`src/hw/rtl/ppf_pkg.sv`:
```
`default_nettype none
// ----------------------------------------------------------------------------
// ppf_pkg: shared types and constants of the pressure plausibility filter
// Holds the register indexes, reset values, verdict codes and the structs
// that pass configuration and results between the modules.
// ----------------------------------------------------------------------------
package ppf_pkg;

    localparam int unsigned ValueWidth = 16;
    localparam int unsigned CountWidth = 4;
    localparam int unsigned IndexWidth = 3;

    localparam logic [ValueWidth-1:0] InvalidRaw = 16'hFFFF;
    localparam logic [CountWidth-1:0] CountMax   = 4'd15;

    // Register indexes of the configuration port.
    localparam logic [IndexWidth-1:0] CFG_MIN_LIMIT         = 3'd0;
    localparam logic [IndexWidth-1:0] CFG_MAX_LIMIT         = 3'd1;
    localparam logic [IndexWidth-1:0] CFG_JUMP_LIMIT        = 3'd2;
    localparam logic [IndexWidth-1:0] CFG_CONFIRM_TOLERANCE = 3'd3;
    localparam logic [IndexWidth-1:0] CFG_CONFIRM_COUNT     = 3'd4;

    // Values after reset, tenths of kPa where a pressure.
    localparam logic [ValueWidth-1:0] MinLimitReset         = 16'd300;
    localparam logic [ValueWidth-1:0] MaxLimitReset         = 16'd1200;
    localparam logic [ValueWidth-1:0] JumpLimitReset        = 16'd15;
    localparam logic [ValueWidth-1:0] ConfirmToleranceReset = 16'd3;
    localparam logic [CountWidth-1:0] ConfirmCountReset     = 4'd3;

    typedef enum logic [2:0] {
        VERDICT_ACCEPTED       = 3'd0,
        VERDICT_OVER_RANGE     = 3'd1,
        VERDICT_JUMP_REJECTED  = 3'd2,
        VERDICT_JUMP_CONFIRMED = 3'd3,
        VERDICT_READ_FAILED    = 3'd4
    } verdict_t;

    typedef struct packed {
        logic [ValueWidth-1:0] min_limit;
        logic [ValueWidth-1:0] max_limit;
        logic [ValueWidth-1:0] jump_limit;
        logic [ValueWidth-1:0] confirm_tolerance;
        logic [CountWidth-1:0] confirm_count;
    } cfg_t;

    typedef struct packed {
        logic [ValueWidth-1:0] reading_value;
        logic                  reading_valid;
        verdict_t              verdict;
        logic [CountWidth-1:0] confirmations;
    } result_t;

endpackage
`default_nettype wire

```
`src/hw/rtl/ppf_cfg.sv`:
```
`default_nettype none
// ----------------------------------------------------------------------------
// ppf_cfg: configuration registers
// Five write-only registers loaded from the plain write port.
// ----------------------------------------------------------------------------
module ppf_cfg (
    input  wire logic                           aclk,
    input  wire logic                           aresetn,
    input  wire logic                           cfg_we,
    input  wire logic [ppf_pkg::IndexWidth-1:0] cfg_index,
    input  wire logic [ppf_pkg::ValueWidth-1:0] cfg_wdata,
    output ppf_pkg::cfg_t                       cfg
);
    import ppf_pkg::*;

    cfg_t cfg_reg;

    always_ff @(posedge aclk) begin
        if (!aresetn) begin
            cfg_reg.min_limit         <= MinLimitReset;
            cfg_reg.max_limit         <= MaxLimitReset;
            cfg_reg.jump_limit        <= JumpLimitReset;
            cfg_reg.confirm_tolerance <= ConfirmToleranceReset;
            cfg_reg.confirm_count     <= ConfirmCountReset;
        end else if (cfg_we) begin
            case (cfg_index)
                CFG_MIN_LIMIT:         cfg_reg.min_limit         <= cfg_wdata;
                CFG_MAX_LIMIT:         cfg_reg.max_limit         <= cfg_wdata;
                CFG_JUMP_LIMIT:        cfg_reg.jump_limit        <= cfg_wdata;
                CFG_CONFIRM_TOLERANCE: cfg_reg.confirm_tolerance <= cfg_wdata;
                CFG_CONFIRM_COUNT: begin
                    cfg_reg.confirm_count <= cfg_wdata[CountWidth-1:0];
                end
                default: ;
            endcase
        end
    end

    assign cfg = cfg_reg;

endmodule
`default_nettype wire

```
`src/hw/rtl/ppf_judge.sv`:
```
`default_nettype none
// ----------------------------------------------------------------------------
// ppf_judge: plausibility decision and filter state
// Classifies one reading against the limits and the last accepted value,
// tracks a pending jump and updates the state when the word moves on.
// ----------------------------------------------------------------------------
module ppf_judge (
    input  wire logic                           aclk,
    input  wire logic                           aresetn,
    input  wire logic                           step,
    input  wire logic                           read_ok,
    input  wire logic [ppf_pkg::ValueWidth-1:0] raw_reading,
    input  ppf_pkg::cfg_t                       cfg,
    output ppf_pkg::result_t                    result
);
    import ppf_pkg::*;

    logic [ValueWidth-1:0] last_accepted_reg, last_accepted_next;
    logic                  have_accepted_reg, have_accepted_next;
    logic [ValueWidth-1:0] pending_value_reg, pending_value_next;
    logic [CountWidth-1:0] pending_count_reg, pending_count_next;

    logic [ValueWidth-1:0] diff_last;
    logic [ValueWidth-1:0] diff_pending;
    logic [CountWidth-1:0] need;
    logic [CountWidth-1:0] count_jump;

    assign diff_last = (raw_reading >= last_accepted_reg) ?
                       raw_reading - last_accepted_reg : last_accepted_reg - raw_reading;
    assign diff_pending = (raw_reading >= pending_value_reg) ?
                          raw_reading - pending_value_reg : pending_value_reg - raw_reading;
    // A confirm count of zero behaves as one.
    assign need = (cfg.confirm_count == '0) ? CountWidth'(1) : cfg.confirm_count;

    always_comb begin
        last_accepted_next = last_accepted_reg;
        have_accepted_next = have_accepted_reg;
        pending_value_next = pending_value_reg;
        pending_count_next = pending_count_reg;
        count_jump         = pending_count_reg;

        result.reading_value = raw_reading;
        result.reading_valid = 1'b0;
        result.verdict       = VERDICT_READ_FAILED;

        if (!read_ok || raw_reading == InvalidRaw) begin
            result.reading_value = '0;
        end else if (raw_reading < cfg.min_limit || raw_reading > cfg.max_limit) begin
            result.verdict = VERDICT_OVER_RANGE;
        end else if (!have_accepted_reg || diff_last <= cfg.jump_limit) begin
            last_accepted_next   = raw_reading;
            have_accepted_next   = 1'b1;
            pending_count_next   = '0;
            result.reading_valid = 1'b1;
            result.verdict       = VERDICT_ACCEPTED;
        end else begin
            // A reading close to the pending jump adds to its count, any
            // other jump starts a new pending run.
            if (pending_count_reg != '0 && diff_pending <= cfg.confirm_tolerance) begin
                if (pending_count_reg != CountMax) begin
                    count_jump = pending_count_reg + CountWidth'(1);
                end
            end else begin
                pending_value_next = raw_reading;
                count_jump         = CountWidth'(1);
            end
            if (count_jump >= need) begin
                last_accepted_next   = raw_reading;
                pending_count_next   = '0;
                result.reading_valid = 1'b1;
                result.verdict       = VERDICT_JUMP_CONFIRMED;
            end else begin
                pending_count_next = count_jump;
                result.verdict     = VERDICT_JUMP_REJECTED;
            end
        end
        result.confirmations = pending_count_next;
    end

    always_ff @(posedge aclk) begin
        if (!aresetn) begin
            last_accepted_reg <= '0;
            have_accepted_reg <= 1'b0;
            pending_value_reg <= '0;
            pending_count_reg <= '0;
        end else if (step) begin
            last_accepted_reg <= last_accepted_next;
            have_accepted_reg <= have_accepted_next;
            pending_value_reg <= pending_value_next;
            pending_count_reg <= pending_count_next;
        end
    end

endmodule
`default_nettype wire

```
`src/hw/rtl/pressure_plausibility_filter_core.sv`:
```
`default_nettype none
// ----------------------------------------------------------------------------
// pressure_plausibility_filter_core: spike rejection filter with confirmation
// Checks pressure readings for read failures, range and sudden jumps, and
// accepts a jump only once enough consistent readings have confirmed it.
// ----------------------------------------------------------------------------
//   Channel  Direction  Word
//   s_       in         tdata: raw_reading; tuser: read_ok
//   m_       out        tdata: reading_value, confirmations; tuser: reading_valid, verdict
//   cfg_     in         register index and write data, no read-back
//
// A word is held in the input register, then judged and moved to the result
// register; one word per cycle while m_ is not stalled.
// The filter state is updated at the edge where a word enters the result
// register. A stall on m_ holds the result register and the input register,
// and s_tready falls only when both are full. Reset is synchronous and
// clears the valid flags and filter state and restores the configuration values.
// ----------------------------------------------------------------------------
module pressure_plausibility_filter_core (
    input  wire logic                           aclk,
    input  wire logic                           aresetn,
    // Input channel
    input  wire logic                           s_tvalid,
    output      logic                           s_tready,
    input  wire logic [ppf_pkg::ValueWidth-1:0] s_tdata,  // [15:0] raw_reading
    input  wire logic                           s_tuser,  // [0] read_ok
    // Result channel
    output      logic                           m_tvalid,
    input  wire logic                           m_tready,
    output      logic [23:0]                    m_tdata,  // [15:0] reading_value,
                                                          // [19:16] confirmations, zeros
    output      logic [3:0]                     m_tuser,  // [0] reading_valid, [3:1] verdict
    // Configuration port
    input  wire logic                           cfg_we,
    input  wire logic [ppf_pkg::IndexWidth-1:0] cfg_index,
    input  wire logic [ppf_pkg::ValueWidth-1:0] cfg_wdata
);
    import ppf_pkg::*;

    cfg_t                  cfg;
    result_t               result;

    logic                  in_valid_reg;
    logic                  in_ok_reg;
    logic [ValueWidth-1:0] in_raw_reg;
    logic                  out_valid_reg;
    result_t               out_reg;
    logic                  advance;

    assign advance  = in_valid_reg && (!out_valid_reg || m_tready);
    assign s_tready = !in_valid_reg || advance;

    ppf_cfg u_cfg (
        .aclk      (aclk),
        .aresetn   (aresetn),
        .cfg_we    (cfg_we),
        .cfg_index (cfg_index),
        .cfg_wdata (cfg_wdata),
        .cfg       (cfg)
    );

    ppf_judge u_judge (
        .aclk        (aclk),
        .aresetn     (aresetn),
        .step        (advance),
        .read_ok     (in_ok_reg),
        .raw_reading (in_raw_reg),
        .cfg         (cfg),
        .result      (result)
    );

    always_ff @(posedge aclk) begin
        if (!aresetn) begin
            in_valid_reg  <= 1'b0;
            out_valid_reg <= 1'b0;
        end else begin
            if (s_tready) begin
                in_valid_reg <= s_tvalid;
            end
            if (advance) begin
                out_valid_reg <= 1'b1;
            end else if (m_tready) begin
                out_valid_reg <= 1'b0;
            end
        end
    end

    always_ff @(posedge aclk) begin
        if (s_tready && s_tvalid) begin
            in_ok_reg  <= s_tuser;
            in_raw_reg <= s_tdata;
        end
        if (advance) begin
            out_reg <= result;
        end
    end

    assign m_tvalid = out_valid_reg;
    assign m_tdata  = {4'b0000, out_reg.confirmations, out_reg.reading_value};
    assign m_tuser  = {out_reg.verdict, out_reg.reading_valid};

endmodule
`default_nettype wire

```
`config.mk`:
```
export PLATFORM = sky130hd
export DESIGN_NAME = pressure_plausibility_filter_core
export DESIGN_NICKNAME = d
export VERILOG_FILES = /design/src/hw/rtl/ppf_pkg.sv /design/src/hw/rtl/ppf_cfg.sv /design/src/hw/rtl/ppf_judge.sv /design/src/hw/rtl/pressure_plausibility_filter_core.sv
export SDC_FILE = /design/constraint.sdc
export NUM_CORES = 1
export LEC_CHECK = 0
export BUFFER_PORTS_ARGS = -buffer_cell sky130_fd_sc_hd__clkbuf_2
export CAP_MARGIN = 25
export CORE_ASPECT_RATIO = 0.7
export CORE_MARGIN = 5
export CORE_UTILIZATION = 50
export CTS_CLUSTER_DIAMETER = 60
export CTS_CLUSTER_SIZE = 16
export DETAILED_ROUTE_END_ITERATION = 10
export HOLD_SLACK_MARGIN = 0.02
export PLACE_DENSITY_LB_ADDON = 0.15
export SYNTH_ARGS = -nofsm -noshare
export SYNTH_HDL_FRONTEND = slang
export SYNTH_SLANG_ARGS = --single-unit
```
`constraint.sdc`:
```
create_clock -name aclk -period 7.3 [get_ports aclk]
set_input_delay 0.365 -clock aclk [delete_from_list [all_inputs] [get_ports aclk]]
set_output_delay 0.365 -clock aclk [all_outputs]
set_load 0.02 [all_outputs]
```
* After elaboration in Yosys (flattened, before gate mapping) *
Index checks and enable logic that the tools add are counted.

word-level totals
  register bits after elaboration = 148
  output and inout bits = 30
  word-level logic and storage cells = 87

cells by class
  $add $sub $neg = 5
  magnitude comparators = 7
  eq/ne operators = 6
  multiplexer cells = 20
  bitwise gates (word level) = 4
  reductions and logical operators = 27

operator list
  operator                                              count
  2-to-1 mux 16 bit                                     4
  subtractor 16 bit                                     4
  2-to-1 mux 4 bit                                      11
  >= comparator 16 bit                                  2
  <= comparator 16 bit                                  2
  equality test 16 bit (second input constant)          1
  > comparator 16 bit                                   1
  less-than comparator 16 bit                           1
  AND reduction 2 bit                                   5
  AND reduction 4 bit                                   2
  equality test 3 x 2 -> 1 bit (second input constant)  2
  logical OR 1 bit                                      5
  AND reduction 5 bit                                   1
  adder 4 x 1 -> 4 bit (second input constant)          1
  >= comparator 4 bit                                   1
  zero test 1 bit                                       4
  zero test 4 bit                                       1
  2-to-1 mux 1 bit                                      4
  inequality test 4 bit (second input constant)         1
  inverter 1 bit                                        4
  nonzero test 2 bit                                    2
  nonzero test 4 bit                                    1
  equality test 3 x 1 -> 1 bit (second input constant)  1
  equality test 3 bit (second input constant)           1
  other kinds (5)                                       7

* Depth between registers and ports, before layout *
  depth in word-level cells = 13
  mapped depth = 29
  gate-level depth less buffers = 28

* Cells and area by module *
Synthesis repeated with hierarchy kept, for this count alone.

second synthesis, totals
  cell total of the unflattened synthesis = 1162
  area, all modules = 10435.0 sq um

modules (own cells, without submodules)
  module                             instances  cells each  area each (sq um)
  ppf_judge                          1          853         6434.9
  ppf_cfg                            1          254         2631.3
  pressure_plausibility_filter_core  1          55          1368.8

* Worst setup path after synthesis *
Ideal clock, no wire load.

  kind = register -> register
  start = register in_raw_reg[5]
  end = register u_judge.pending_count_reg[1]
  setup time = 0.058 ns
  arrival = 5.976 ns
  setup slack = 1.266 ns
  cell stages (with the launch flop) = 29
  buffers on the path = 2
  cells stage by stage = edfxtp_1 -> inv_1 -> ha_1 -> buf_2 -> nand3_1 -> o31ai_1 -> a211oi_1 -> o31ai_2 -> buf_2 -> nor2_1 -> a21oi_1 -> xor2_1 -> ha_1 -> a21o_1 -> a21o_1 -> a21oi_1 -> o21ai_0 -> a221oi_1 -> o21ai_1 -> nor2_1 -> ha_1 -> nand2b_1 -> a21o_1 -> a21o_1 -> a211o_1 -> a31oi_1 -> o2111ai_1 -> a2111oi_0 -> a21o_1

between the ends
  word-level cells in the longest chain between the ends = 13

RTL lines
  what                                                              RTL line                                 source
  start, declared                                                   pressure_plausibility_filter_core.sv:45  logic [ValueWidth-1:0] in_raw_reg;
  start signal, assigned                                            pressure_plausibility_filter_core.sv:91  in_raw_reg <= s_tdata;
  subtractor 16 bit / >= comparator 16 bit (equally long branches)  ppf_judge.sv:31, ppf_judge.sv:30
  2-to-1 mux 16 bit                                                 ppf_judge.sv:30                          assign diff_pending = (raw_reading >= pending_value_reg) ?
  <= comparator 16 bit                                              ppf_judge.sv:59                          if (pending_count_reg != '0 && diff_pending <= cfg.confirm_tolerance) begin
  logical AND 1 bit                                                 ppf_judge.sv:59
  2-to-1 mux 4 bit                                                  ppf_judge.sv:59
  2-to-1 mux 4 bit                                                  ppf_judge.sv:50                          end else if (!have_accepted_reg || diff_last <= cfg.jump_limit) begin
  2-to-1 mux 4 bit                                                  ppf_judge.sv:48                          end else if (raw_reading < cfg.min_limit || raw_reading > cfg.max_limit) begin
  2-to-1 mux 4 bit                                                  ppf_judge.sv:46                          if (!read_ok || raw_reading == InvalidRaw) begin
  >= comparator 4 bit                                               ppf_judge.sv:67                          if (count_jump >= need) begin
  2-to-1 mux 4 bit                                                  ppf_judge.sv:67
  2-to-1 mux 4 bit                                                  ppf_judge.sv:50
  2-to-1 mux 4 bit                                                  ppf_judge.sv:48
  2-to-1 mux 4 bit (*)                                              ppf_judge.sv:46
  end signal, assigned                                              ppf_judge.sv:90                          pending_count_reg <= pending_count_next;
  end, declared                                                     ppf_judge.sv:21                          logic [CountWidth-1:0] pending_count_reg, pending_count_next;

Every way passes the cells marked *; elsewhere a longest branch is shown, timed or not. The select of a mux whose other input is x is not followed.
A chain may end at the register's enable or synchronous reset.

* Worst setup path in the final report *
Ends and elaborated chain as after synthesis.

==> flow_summary.json <==
{
  "vias_per_cell": 5.65,
  "async_reset_ff_frac": 0,
  "max-vdd-ir-drop_uv": 127,
  "maxCapViolations": 0,
  "top_usage_layer": "met1",
  "placed_cell_area_um2": 10900,
  "diodes": 0,
  "p_comb_frac": 0.182,
  "cts_made_buffers": 17,
  "ys_warn_count": 0,
  "p_total_w": 0.00223,
  "fp-row-count": 44,
  "p_switching_w": 0.000664,
  "cts_buffer_depth": 2,
  "drive_above_1_share": 0.109,
  "first_pass_iters": 11,
  "gp_congestion": 0.953,
  "utilization": 0.564,
  "antenna_found_initial": 0,
  "synth_edf_count": 41,
  "root_buffer": "clkbuf_16",
  "dp_hpwl_um": 23200,
  "postRouteAntennaNets": 0,
  "cp_slowest_stage_delay_ps": 580,
  "syn_inst": 1207,
  "clock-sinks": 148,
  "crit_top_cell": "a21o_1",
  "synthFlopType": "dfxtp_1",
  "arrival_ps": 7080,
  "htreeDepth": 4,
  "cp_max_fo": 27,
  "tns_ps": 0,
  "grt_max_degree": 113,
  "clkPwrFrac": 0.422,
  "grt_overflow_total": 0,
  "wl_um": 29800,
  "grt_util_met1": 0.394,
  "nNetsFinal": 1435,
  "yosys.cell_types.count": 71,
  "dieArea_um2": 23700,
  "yosysSeqAreaShare": 0.326,
  "rsz0062_at_grt": "false",
  "violations": "DRC",
  "critPathLaunchType": "register",
  "fp.dieW_um": 182,
  "vias": 8747,
  "cp-end-kind": "register",
  "clock-skew-final_ps": 13.9,
  "die_y_um": 130,
  "reg2reg_depth": 27,
  "hp-class": "in -> reg",
  "ys_ff_latch": 148,
  "syn_avg_cell_area_um2": 8.56,
  "switching_share": 0.297,
  "clock_latency_ps": 430,
  "nFillCells": 1911,
  "finalInstanceArea_um2": 11600,
  "seqPwrFrac": 0.396,
  "dp_cells": 1512,
  "grt_pass1_wl_um": 46200,
  "max_clock_freq_ghz": 0.149,
  "internal_power_w": 0.00157,
  "critPathRequiredTime_ps": 7660,
  "relSlewSlack": 0.308,
  "powerDensity_nw_per_um2": 193,
  "num_io_pins": 71,
  "leakage_nw": 4.83,
  "grt_use_met2": 0.363,
  "status": "complete, but fails checks",
  "tritoncts": "built",
  "critPathKind": "reg -> reg",
  "hold_path_depth": 1,
  "syn_to_final_growth_pct": 12.2,
  "cts.clk_slew.worst_paths_ps": 70,
  "tightest_slew_ps": 1040,
  "final_cell_count_no_fill": 1548,
  "start_util": 0.503,
  "setup_viol_count_final": 0,
  "met3_usage": 0.0496,
  "grt.total_usage": 0.253,
  "wl_per_cell_um": 19.3,
  "period_needed_ps": 6720,
  "multi_input_area_um2": 6210,
  "syn_area_um2": 10300,
  "drc_errors": 1,
  "crit_slowest_cell": "edfxtp_1",
  "fin_crit_sh": 0.920,
  "regArea_um2": 3370,
  "slew_viol_final": 0,
  "core_um2": 20500,
  "grt_pass1_vias": 7980,
  "io_buffer_count": 66,
  "drtIter0Drc": 712,
  "largest_register_ffs": 68,
  "final-hold-violation-count": 0
}
-- repair_timing --
action	in CTS	in global routing
resized for setup	0	1
hold buffers	0	0
endpoints found under the hold margin	0	0
endpoints found under the setup margin	0	1
setup buffers	0	2
-- power by group through the flow --
stage               registers [W]  logic (W)  clock network, W
finish                   0.000884   0.000406          0.000942
global route             0.000886   0.000447          0.000995
CTS                      0.000885   0.000397          0.000958
detailed placement       0.000903   0.000394                 0
global placement         0.000902   0.000392                 0
floorplan                0.000909   0.000267                 0
-- final cells by class --
cell class | count | area share
sequential | 148 | 0.291
multi-input combinational | 870 | 0.536
timing repair buffer | 87 | 0.0458
clock buffer | 18 | 0.0389
clock inverter | 14 | 0.0148
inverter | 135 | 0.0437
tap | 276 | 0.0298
-- Yosys cell counts, types with 4 or more instances --
library cell	number	area (um^2)
a221oi_1	5	43.8
buf_4	5	37.5
and2_1	6	37.5
buf_2	8	40.0
ha_1	131	1640
mux2i_1	47	470
nand4_1	21	131
o21a_1	18	135
nor2_1	47	176
o22a_1	5	43.8
nor2b_1	17	106
o211ai_1	22	165
a21oi_1	58	290
a31oi_1	6	37.5
nand2b_1	7	43.8
nor3_1	17	85.1
dfxtp_1	107	2140
o21ai_0	28	140
and3_1	8	50.1
clkbuf_1	41	154
fa_1	4	80.1
xor2_1	12	105
a211oi_1	7	52.6
nand3_1	18	90.1
nor4_1	7	43.8
xnor2_1	16	140
nand2_1	197	739
o31ai_1	7	52.6
o21bai_1	5	37.5
a21o_1	49	368
edfxtp_1	41	1230
inv_1	134	503
a21boi_0	51	383
-- placed cells by master (no fill, tap or decap), types with 7 or more instances in the layout --
| cell type | netlist | final |
|---|---|---|
| nand2_1 | 197 | 197 |
| inv_1 | 134 | 134 |
| ha_1 | 131 | 131 |
| dfxtp_1 | 107 | 107 |
| clkbuf_2 | 0 | 65 |
| a21oi_1 | 58 | 58 |
| a21boi_0 | 51 | 51 |
| a21o_1 | 49 | 49 |
| nor2_1 | 47 | 47 |
| mux2i_1 | 47 | 47 |
| edfxtp_1 | 41 | 41 |
| o21ai_0 | 28 | 28 |
| o211ai_1 | 22 | 22 |
| nand4_1 | 21 | 21 |
| buf_4 | 5 | 20 |
| o21a_1 | 18 | 18 |
| nand3_1 | 18 | 18 |
| clkbuf_16 | 0 | 18 |
| nor3_1 | 17 | 17 |
| nor2b_1 | 17 | 17 |
| xnor2_1 | 16 | 16 |
| xor2_1 | 12 | 12 |
| and3_1 | 8 | 8 |
| inv_6 | 0 | 8 |
| nand2b_1 | 7 | 7 |
| a211oi_1 | 7 | 7 |
| o31ai_1 | 7 | 7 |
| nor4_1 | 7 | 7 |
-- metal layers --
metal  vias up  part of all wire
li1       4295                 -
met1      4081              0.50
met2       350              0.40
met3        21             0.084
met4         0             0.013
met5         -                 0
-- kinds of logic (layout without fill, tap and decap cells) --
family / after synthesis / after routing / share of synthesized area
simple gates: 363 / 363 / 0.160
compound gates: 291 / 291 / 0.201
buf+inv: 192 / 254 / 0.0740
flops: 148 / 148 / 0.326
fa+ha+maj: 135 / 135 / 0.166
mux: 49 / 49 / 0.0477
xor+xnor: 28 / 28 / 0.0237
other cells: 1 / 4 / 0.000363
-- critical path: cells and delay by family, from the launching register on --
kind	cells	cell delay [ps]
AOI/OAI and AO/OA	17	3840
xor gates and xnor gates	1	130
adders and majority gates	3	1040
buffers and inverters	2	490
DFF	1	580
and+or+nand+nor	4	580
-- metrics by stage --
step / worst slack [ps] / hold WS, ps
after floorplan: 1270 / 435
after global placement: 870 / 444
after detailed placement: 715 / 457
after CTS: 691 / 90.7
after global routing: 9.39 / 86.3
final: 582 / 106
-- path summary, 6_finish.rpt --
| path | startpoint | to | slack (ps) |
|---|---|---|---|
| hold / removal | s_tdata[9] | in_raw_reg[9]$_DFFE_PP_ | 110 |
| setup reg to reg | in_raw_reg[5]$_DFFE_PP_ | u_judge.pending_count_reg[1]$_SDFFE_PN0P_ | 580 |
| setup / recovery | in_raw_reg[5]$_DFFE_PP_ | u_judge.pending_count_reg[1]$_SDFFE_PN0P_ | 580 |
| hold reg to reg | u_cfg.cfg[35]$_SDFFE_PN0P_ | u_cfg.cfg[35]$_SDFFE_PN0P_ | 460 |
No activity file was read; power rests on OpenSTA's default activity.
